[src/hdl/target_distance_heading_defines.svh]
// ----------------------------------------------------------------------------
// Assertion macros for target_distance_heading
// Shared wrappers that clock on clk_i and hold off while rst_ni is low.
// ----------------------------------------------------------------------------
`ifndef TARGET_DISTANCE_HEADING_DEFINES_SVH
`define TARGET_DISTANCE_HEADING_DEFINES_SVH

// Checks that a property holds at every rising clock edge out of reset.
`define TDH_ASSERT(lbl, prop, msg) \
  lbl: assert property (@(posedge clk_i) disable iff (!rst_ni) (prop)) else $error(msg);

// Checks that a condition is never true at a rising clock edge out of reset.
`define TDH_ASSERT_NEVER(lbl, cond, msg) \
  lbl: assert property (@(posedge clk_i) disable iff (!rst_ni) !(cond)) else $error(msg);

`endif

[src/hdl/tdh_pkg.sv]
// ----------------------------------------------------------------------------
// tdh_pkg
// Constants, types and the arctangent table of the distance and heading block.
// ----------------------------------------------------------------------------
`timescale 1ns / 1ps
`default_nettype none

package tdh_pkg;

  localparam int CORDIC_ITERATIONS = 16;
  localparam int ANGLE_BITS        = 16;

  localparam int POS_W   = 32;
  localparam int OFS_W   = 33;
  localparam int DIST_W  = 33;
  localparam int HEAD_W  = 16;
  localparam int CFG_W   = 32;
  localparam int CFG_IDX_W = 2;

  // Rotation datapath width; the CORDIC gain grows the length by about 1.65.
  localparam int XW      = 36;
  localparam int ITER_W  = $clog2(CORDIC_ITERATIONS);
  localparam int GAIN_W  = 16;
  localparam int FRAC_W  = 16;
  localparam int PROD_W  = XW - 1 + GAIN_W;

  localparam logic [GAIN_W-1:0] GAIN_HI      = 16'h9B74;
  localparam logic [GAIN_W-1:0] GAIN_LO      = 16'hEDA8;
  localparam logic [DIST_W-1:0] DIST_MAX     = 33'd6074001000;
  localparam logic [CFG_W-1:0]  THRESH_RESET = 32'd655;

  localparam int HEAD_SHR = (ANGLE_BITS >= HEAD_W) ? ANGLE_BITS - HEAD_W : 0;
  localparam int HEAD_SHL = (ANGLE_BITS <  HEAD_W) ? HEAD_W - ANGLE_BITS : 0;

  typedef enum logic [CFG_IDX_W-1:0] {
    REG_TARGET_X         = 2'd0,
    REG_TARGET_Y         = 2'd1,
    REG_ARRIVE_THRESHOLD = 2'd2
  } reg_idx_e;

  typedef enum logic [2:0] {
    ST_IDLE,
    ST_ROT,
    ST_MUL_LO,
    ST_MUL_HI,
    ST_SUM,
    ST_FIN
  } state_e;

  // Arctangent of 2^-i in Q32 turns.
  localparam logic [31:0] ATAN_Q32 [32] = '{
    32'h20000000, 32'h12E4051E, 32'h09FB385B, 32'h051111D4,
    32'h028B0D43, 32'h0145D7E1, 32'h00A2F61E, 32'h00517C55,
    32'h0028BE53, 32'h00145F2F, 32'h000A2F98, 32'h000517CC,
    32'h00028BE6, 32'h000145F3, 32'h0000A2FA, 32'h0000517D,
    32'h000028BE, 32'h0000145F, 32'h00000A30, 32'h00000518,
    32'h0000028C, 32'h00000146, 32'h000000A3, 32'h00000051,
    32'h00000029, 32'h00000014, 32'h0000000A, 32'h00000005,
    32'h00000003, 32'h00000001, 32'h00000001, 32'h00000000
  };

  // Rounds one table entry to the angle accumulator width.
  function automatic logic [ANGLE_BITS-1:0] atan_step(input logic [4:0] idx);
    logic [32:0] r;
    r = {1'b0, ATAN_Q32[idx]} + (33'd1 << (31 - ANGLE_BITS));
    return r[32-ANGLE_BITS +: ANGLE_BITS];
  endfunction

endpackage

`default_nettype wire

[src/hdl/target_distance_heading.sv]
// ----------------------------------------------------------------------------
// target_distance_heading
// Forms the offset from the current position to a configured target and
// returns its length and heading through an iterative CORDIC in vectoring
// mode. All values are Q16.16; heading is in 1/65536 turns, [0, 1 turn).
// Each item steps through ST_ROT (16 iterations through a single add and
// shift unit), then ST_MUL_LO and ST_MUL_HI on the one shared 35 by 16 bit
// multiplier that removes the CORDIC gain, ST_SUM for the sum and ST_FIN to
// round, saturate and compare against the arrival threshold; ST_FIN waits
// while the previous result is held on the output. No new item is taken
// before the current one leaves ST_FIN, but a new item is taken while the
// previous result is still waiting on the output. Below the threshold the
// distance reads 0, arrived is set and the previous heading is repeated.
// ----------------------------------------------------------------------------
`timescale 1ns / 1ps
`default_nettype none

`include "target_distance_heading_defines.svh"

module target_distance_heading
  import tdh_pkg::*;
(
  input  wire logic                     clk_i,
  input  wire logic                     rst_ni,

  input  wire logic                     cfg_we_i,
  input  wire logic [CFG_IDX_W-1:0]     cfg_idx_i,
  input  wire logic [CFG_W-1:0]         cfg_data_i,

  input  wire logic                     in_valid_i,
  output logic                          in_ready_o,
  input  wire logic signed [POS_W-1:0]  pos_x_i,
  input  wire logic signed [POS_W-1:0]  pos_y_i,

  output logic                          out_valid_o,
  input  wire logic                     out_ready_i,
  output logic signed [OFS_W-1:0]       offset_x_o,
  output logic signed [OFS_W-1:0]       offset_y_o,
  output logic [DIST_W-1:0]             distance_o,
  output logic [HEAD_W-1:0]             heading_o,
  output logic                          arrived_o
);

  state_e                   state_q, state_d;
  logic [ITER_W-1:0]        iter_q, iter_d;

  logic signed [POS_W-1:0]  target_x_q, target_y_q;
  logic [CFG_W-1:0]         thresh_q;
  logic [HEAD_W-1:0]        last_heading_q;
  logic                     out_valid_q;

  logic signed [OFS_W-1:0]  dx_q, dy_q;
  logic signed [XW-1:0]     x_q, y_q;
  logic [ANGLE_BITS-1:0]    acc_q;
  logic [PROD_W-1:0]        prod_lo_q, prod_hi_q;
  logic [PROD_W:0]          sum_q;

  logic signed [OFS_W-1:0]  dx_in, dy_in, ndx_in, ndy_in;
  logic signed [XW-1:0]     xs, ys, x_rot, y_rot;
  logic [ANGLE_BITS-1:0]    step, acc_rot;
  logic [XW-2:0]            ux;
  logic [GAIN_W-1:0]        mul_b;
  logic [PROD_W-1:0]        mul_p;
  logic [PROD_W:0]          sum_d;
  logic [PROD_W-FRAC_W:0]   dist_raw;
  logic [DIST_W-1:0]        dist_sat;
  logic [HEAD_W-1:0]        head_new;
  logic                     is_arrived, zero_ofs, commit;

  assign in_ready_o  = (state_q == ST_IDLE);
  assign out_valid_o = out_valid_q;

  // Offsets and their negations are formed side by side at the input transfer.
  assign dx_in  = OFS_W'(target_x_q) - OFS_W'(pos_x_i);
  assign dy_in  = OFS_W'(target_y_q) - OFS_W'(pos_y_i);
  assign ndx_in = OFS_W'(pos_x_i) - OFS_W'(target_x_q);
  assign ndy_in = OFS_W'(pos_y_i) - OFS_W'(target_y_q);

  // One CORDIC micro-rotation.
  always_comb begin
    xs   = x_q >>> iter_q;
    ys   = y_q >>> iter_q;
    step = atan_step(5'(iter_q));
    if (!y_q[XW-1]) begin
      x_rot   = x_q + ys;
      y_rot   = y_q - xs;
      acc_rot = acc_q + step;
    end else begin
      x_rot   = x_q - ys;
      y_rot   = y_q + xs;
      acc_rot = acc_q - step;
    end
  end

  // Shared gain multiplier, used for the low and then the high gain half.
  assign ux    = x_q[XW-1] ? '0 : x_q[XW-2:0];
  assign mul_b = (state_q == ST_MUL_LO) ? GAIN_LO : GAIN_HI;
  assign mul_p = {{GAIN_W{1'b0}}, ux} * {{(XW-1){1'b0}}, mul_b};

  assign sum_d = {1'b0, prod_hi_q} + (PROD_W+1)'(prod_lo_q >> FRAC_W)
               + ((PROD_W+1)'(1) << (FRAC_W - 1));

  always_comb begin
    dist_raw   = sum_q[PROD_W:FRAC_W];
    dist_sat   = (dist_raw > (PROD_W-FRAC_W+1)'(DIST_MAX)) ? DIST_MAX
                                                           : dist_raw[DIST_W-1:0];
    is_arrived = dist_sat < {1'b0, thresh_q};
    zero_ofs   = (dx_q == '0) && (dy_q == '0);
    head_new   = HEAD_W'(({{HEAD_W{1'b0}}, acc_q} << HEAD_SHL) >> HEAD_SHR);
  end

  always_comb begin
    state_d = state_q;
    iter_d  = iter_q;
    commit  = 1'b0;
    unique case (state_q)
      ST_IDLE: begin
        if (in_valid_i) begin
          state_d = ST_ROT;
          iter_d  = '0;
        end
      end
      ST_ROT: begin
        iter_d = iter_q + 1'b1;
        if (iter_q == ITER_W'(CORDIC_ITERATIONS - 1)) begin
          state_d = ST_MUL_LO;
        end
      end
      ST_MUL_LO: state_d = ST_MUL_HI;
      ST_MUL_HI: state_d = ST_SUM;
      ST_SUM:    state_d = ST_FIN;
      ST_FIN: begin
        if (!out_valid_q || out_ready_i) begin
          commit  = 1'b1;
          state_d = ST_IDLE;
        end
      end
      default: state_d = ST_IDLE;
    endcase
  end

  always_ff @(posedge clk_i or negedge rst_ni) begin
    if (!rst_ni) begin
      state_q        <= ST_IDLE;
      iter_q         <= '0;
      target_x_q     <= '0;
      target_y_q     <= '0;
      thresh_q       <= THRESH_RESET;
      last_heading_q <= '0;
      out_valid_q    <= 1'b0;
    end else begin
      state_q <= state_d;
      iter_q  <= iter_d;
      if (cfg_we_i) begin
        case (cfg_idx_i)
          REG_TARGET_X:         target_x_q <= cfg_data_i;
          REG_TARGET_Y:         target_y_q <= cfg_data_i;
          REG_ARRIVE_THRESHOLD: thresh_q   <= cfg_data_i;
          default: ;
        endcase
      end
      if (commit) begin
        out_valid_q <= 1'b1;
        if (!is_arrived && !zero_ofs) begin
          last_heading_q <= head_new;
        end
      end else if (out_ready_i) begin
        out_valid_q <= 1'b0;
      end
    end
  end

  always_ff @(posedge clk_i) begin
    unique case (state_q)
      ST_IDLE: begin
        if (in_valid_i) begin
          dx_q <= dx_in;
          dy_q <= dy_in;
          if (dx_in[OFS_W-1]) begin
            x_q   <= XW'(ndx_in);
            y_q   <= XW'(ndy_in);
            acc_q <= ANGLE_BITS'(1) << (ANGLE_BITS - 1);
          end else begin
            x_q   <= XW'(dx_in);
            y_q   <= XW'(dy_in);
            acc_q <= '0;
          end
        end
      end
      ST_ROT: begin
        x_q   <= x_rot;
        y_q   <= y_rot;
        acc_q <= acc_rot;
      end
      ST_MUL_LO: prod_lo_q <= mul_p;
      ST_MUL_HI: prod_hi_q <= mul_p;
      ST_SUM:    sum_q     <= sum_d;
      ST_FIN: begin
        if (commit) begin
          offset_x_o <= dx_q;
          offset_y_o <= dy_q;
          arrived_o  <= is_arrived;
          if (is_arrived || zero_ofs) begin
            distance_o <= '0;
            heading_o  <= last_heading_q;
          end else begin
            distance_o <= dist_sat;
            heading_o  <= head_new;
          end
        end
      end
      default: ;
    endcase
  end

  `TDH_ASSERT(a_start_rot, (in_valid_i && in_ready_o) |=> (state_q == ST_ROT && iter_q == '0),
              "Input transfer did not start the rotation sequence.")
  `TDH_ASSERT_NEVER(a_x_negative, (state_q == ST_ROT) && x_q[XW-1],
                    "CORDIC x component went negative.")
  `TDH_ASSERT(a_arrived_zero, (out_valid_o && arrived_o) |-> (distance_o == '0),
              "Arrived result carries a nonzero distance.")
  `TDH_ASSERT(a_dist_max, out_valid_o |-> (distance_o <= DIST_MAX),
              "Distance exceeds its saturation limit.")
  `TDH_ASSERT(a_result_source, $rose(out_valid_o) |-> $past(state_q == ST_FIN),
              "Result appeared without finishing an item.")

endmodule

`default_nettype wire
[config.mk]
export PLATFORM = sky130hd
export DESIGN_NAME = target_distance_heading
export DESIGN_NICKNAME = d
export VERILOG_FILES = /design/src/hdl/tdh_pkg.sv /design/src/hdl/target_distance_heading.sv
export VERILOG_INCLUDE_DIRS = /design/src /design/src/hdl
export SDC_FILE = /design/constraint.sdc
export NUM_CORES = 2
export LEC_CHECK = 0
export BUFFER_PORTS_ARGS = -buffer_cell sky130_fd_sc_hd__buf_2
export CORE_ASPECT_RATIO = 1.1
export CORE_UTILIZATION = 40
export DETAILED_ROUTE_END_ITERATION = 8
export GPL_ROUTABILITY_DRIVEN = 0
export PLACE_DENSITY = 0.57
export SLEW_MARGIN = 25
export SYNTH_ARGS = -nofsm -noshare
export SYNTH_HDL_FRONTEND = slang
export SYNTH_SLANG_ARGS = --single-unit
[constraint.sdc]
create_clock -name clk_i -period 9 [get_ports clk_i]
set_input_delay 1.8 -clock clk_i [delete_from_list [all_inputs] [get_ports clk_i]]
set_output_delay 1.8 -clock clk_i [all_outputs]
set_load 0.1 [all_outputs]
==> results by group <==
Flow run
  • Max Cap Viol: 0

Global route
  • First-pass GRT wire length: 242,000 um
  • Largest net degree at the start of global routing: 83
  • Gr usage total: 0.237
  • Initial antenna violation count: 11
  • Grt ovf: 0
  • Vias in the first global route: 40.4k

Clock network
  • Clk root buf: clkbuf_16
  • Postcts setup bufs: 0
  • Clk Latency, worst-skew pair: 0.71 ns
  • Num CTS Buffers: 57
  • CTS Buffer Depth: 3
  • Post-cts resize count: 0
  • CTS tree: built
  • Hold_buf cts: 0
  • # clock sinks: 508
  • Number of H-tree levels: 2
  • Worst-path clk slew: 0.08 ns

Detailed routing
  • Residual DRC: 0
  • DR vias: 40.6k
  • Wire length per cell: 21.6 um
  • DR top layer: met5
  • Drt total wl: 158,000 um
  • WL met1: 65,800 um
  • Drt first pass iters: 6
  • Metal2 WL: 76,900 um
  • Vias per cell: 5.54
  • WL met3: 8190 um
  • DRT iter0 DRCs: 3,051
  • Antenna viol nets, final: 0

Floorplanning
  • Placeable Area: 129,000 um2
  • Top Ports: 221
  • Die X: 346 um
  • Die Y: 381 um
  • Initial Util: 0.404
  • Row cnt: 138
  • Die area: 132,000 um2

STA
  • RSZ-0062 raised after global routing: false
  • Final worst path period need: 8.13 ns
  • Pins Over Slew Limit: 0
  • Final setup viols: 0
  • Worst Tran Pin Value: 1.09 ns
  • Period utilization: 0.903
  • Setup TNS after final layout: 0 ns
  • Slew headroom: 0.269
  • Max Freq: 123 MHz
  • Final Skew: 0.0675 ns
  • Worst hold slack: 0.450 ns
  • Final hold violation count: 0

Layout
  • Share of cells above drive strength 1: 0.109
  • Final #Nets: 6,501
  • Fill cell count: 12.6k
  • Most common cell after layout, fill and taps aside: inv_1
  • Commonest non-fill, non-tap cells in the layout: inv_1 (790), ha_1 (459), nand2_1 (396)
  • Area grow syn2layout: 9.20%

Worst hold path
  • Worst Hold End: offset_x_o[0]
  • Tightest Hold Check Type: reg2reg
  • Hold path startpoint: dx_q[0]
  • Hold path cells: 0

Synthesis
  • EDFF count, synth: 388
  • Synth Flop Type: edfxtp_1
  • #FFs+latches synth: 508
  • Syn Inst Count: 5,448
  • Synth warn: 0
  • Part of the Yosys area used for sequential elements: 0.281
  • Syn Std Cell Area: 52,200 um2
  • Mean Syn Cell Area: 9.58 um2
  • Asr flop ratio synth: 0.236
  • Distinct cells, synth: 110

Critical path
  • CP Data Arrival Time: 8.57 ns
  • Reg-to-Reg Start: x_q[35]
  • CP startpoint kind: flop
  • CP Capture Type: flop
  • Critical path class: reg2reg
  • Worst Path Required: 9.45 ns
  • Reg2Reg Depth: 24
  • Reg2reg end: prod_hi_q[48]
  • FF-to-FF setup slack: 0.87 ns
  • Worst-path fanout max: 16

Outcome
  • Status: finished clean

Place
  • Post-DP HPWL: 127,000 um
  • Port buffer count: 220
-- per-layer routing --
metal	up-vias	track usage
met4	2	0.0956
met5	-	0
met2	1211	0.407
met3	250	0.0260
met1	20000	0.304
li1	19000	-
-- per-stage QoR --
| stage | area (um2) | cells | util | worst slack, ns |
|---|---|---|---|---|
| after floorplan | 52300 | 5480 | - | 0.952 |
| after global placement | 55000 | 7207 | 0.426 | 0.932 |
| after detailed placement | 55000 | 7207 | 0.426 | 0.868 |
| after CTS | 57000 | 7315 | 0.441 | 0.843 |
| after global routing | 57000 | 7315 | 0.441 | 0.401 |
| final | 57000 | 7318 | 0.441 | 0.872 |
-- flip-flops by register name (all words and copies together) (netlist names), 3 cells and up --
signal	count
target_x_q	32
acc_q	16
dy_q	33
offset_y_o	33
y_q	36
prod_hi_q	49
dx_q	33
x_q	36
last_heading_q	16
thresh_q	32
target_y_q	32
iter_q	4
heading_o	16
prod_lo_q	33
state_q	3
distance_o	33
offset_x_o	33
sum_q	36
-- worst max path at each step --
stage                               end  startpoint  cells after the start  slack [ns]
after CTS                 prod_hi_q[48]     x_q[35]                     24        0.84
final                     prod_hi_q[48]     x_q[35]                     24        0.87
after global placement    prod_hi_q[48]     x_q[35]                     24        0.93
after floorplan           prod_hi_q[43]  state_q[0]                     26        0.95
after global routing      prod_lo_q[48]     x_q[35]                     24        0.40
after detailed placement  prod_lo_q[48]     x_q[35]                     24        0.87
-- area by class of cell --
| cell class | count | area, um2 | share of cell area |
|---|---|---|---|
| well taps | 1680 | 2100 | 0.0369 |
| clock buffers | 64 | 1470 | 0.0258 |
| inverters | 795 | 2980 | 0.0523 |
| diodes | 3 | 7.51 | 0.000132 |
| clock inverters | 44 | 544 | 0.00955 |
| multi-input cells | 3952 | 33700 | 0.591 |
| flip-flops and latches | 508 | 14700 | 0.257 |
| repair buffers | 272 | 1530 | 0.0268 |
-- worst max-delay path, cell delays in order, from the launching register on --
cell and delay [ns]:
edfxtp_1 0.60, nor2b_1 0.68, nand2_1 0.18, fa_1 0.59
inv_1 0.07, fa_1 0.49, inv_1 0.06, fa_1 0.54
inv_1 0.05, fa_1 0.47, fa_1 0.55, inv_1 0.06
fa_1 0.53, inv_1 0.04, ha_1 0.37, nand2_1 0.12
or4_1 0.56, a31oi_1 0.29, o311ai_0 0.23, a31o_2 0.31
o21ai_0 0.15, o21ai_0 0.15, o21ai_0 0.43, a41oi_1 0.21
xnor2_1 0.18
-- Yosys cell counts, types with 119 or more instances --
library cell  instances  area [um2]
inv_1               792        2970
ha_1                459        5740
nand2_1             398        1490
edfxtp_1            388       11700
a21oi_1             386        1930
fa_1                353        7070
nor2_1              317        1190
o21ai_0             254        1270
xnor2_1             210        1840
a21o_1              168        1260
clkbuf_1            154         578
xor2_1              146        1280
mux2_2              119        1340
-- cell families after synthesis --
| family | share of synthesized area |
|---|---|
| adders and majority gates | 0.245 |
| DFF | 0.281 |
| other | 0.0000718 |
| xor gates and xnor gates | 0.0597 |
| AOI/OAI and AO/OA | 0.148 |
| muxes | 0.0716 |
| and+or+nand+nor | 0.117 |
| buffers and inverters | 0.0771 |
Power is left out: the tool's default activity adds up to more than one toggle a clock period on the data nets, which glitch-free logic cannot reach.
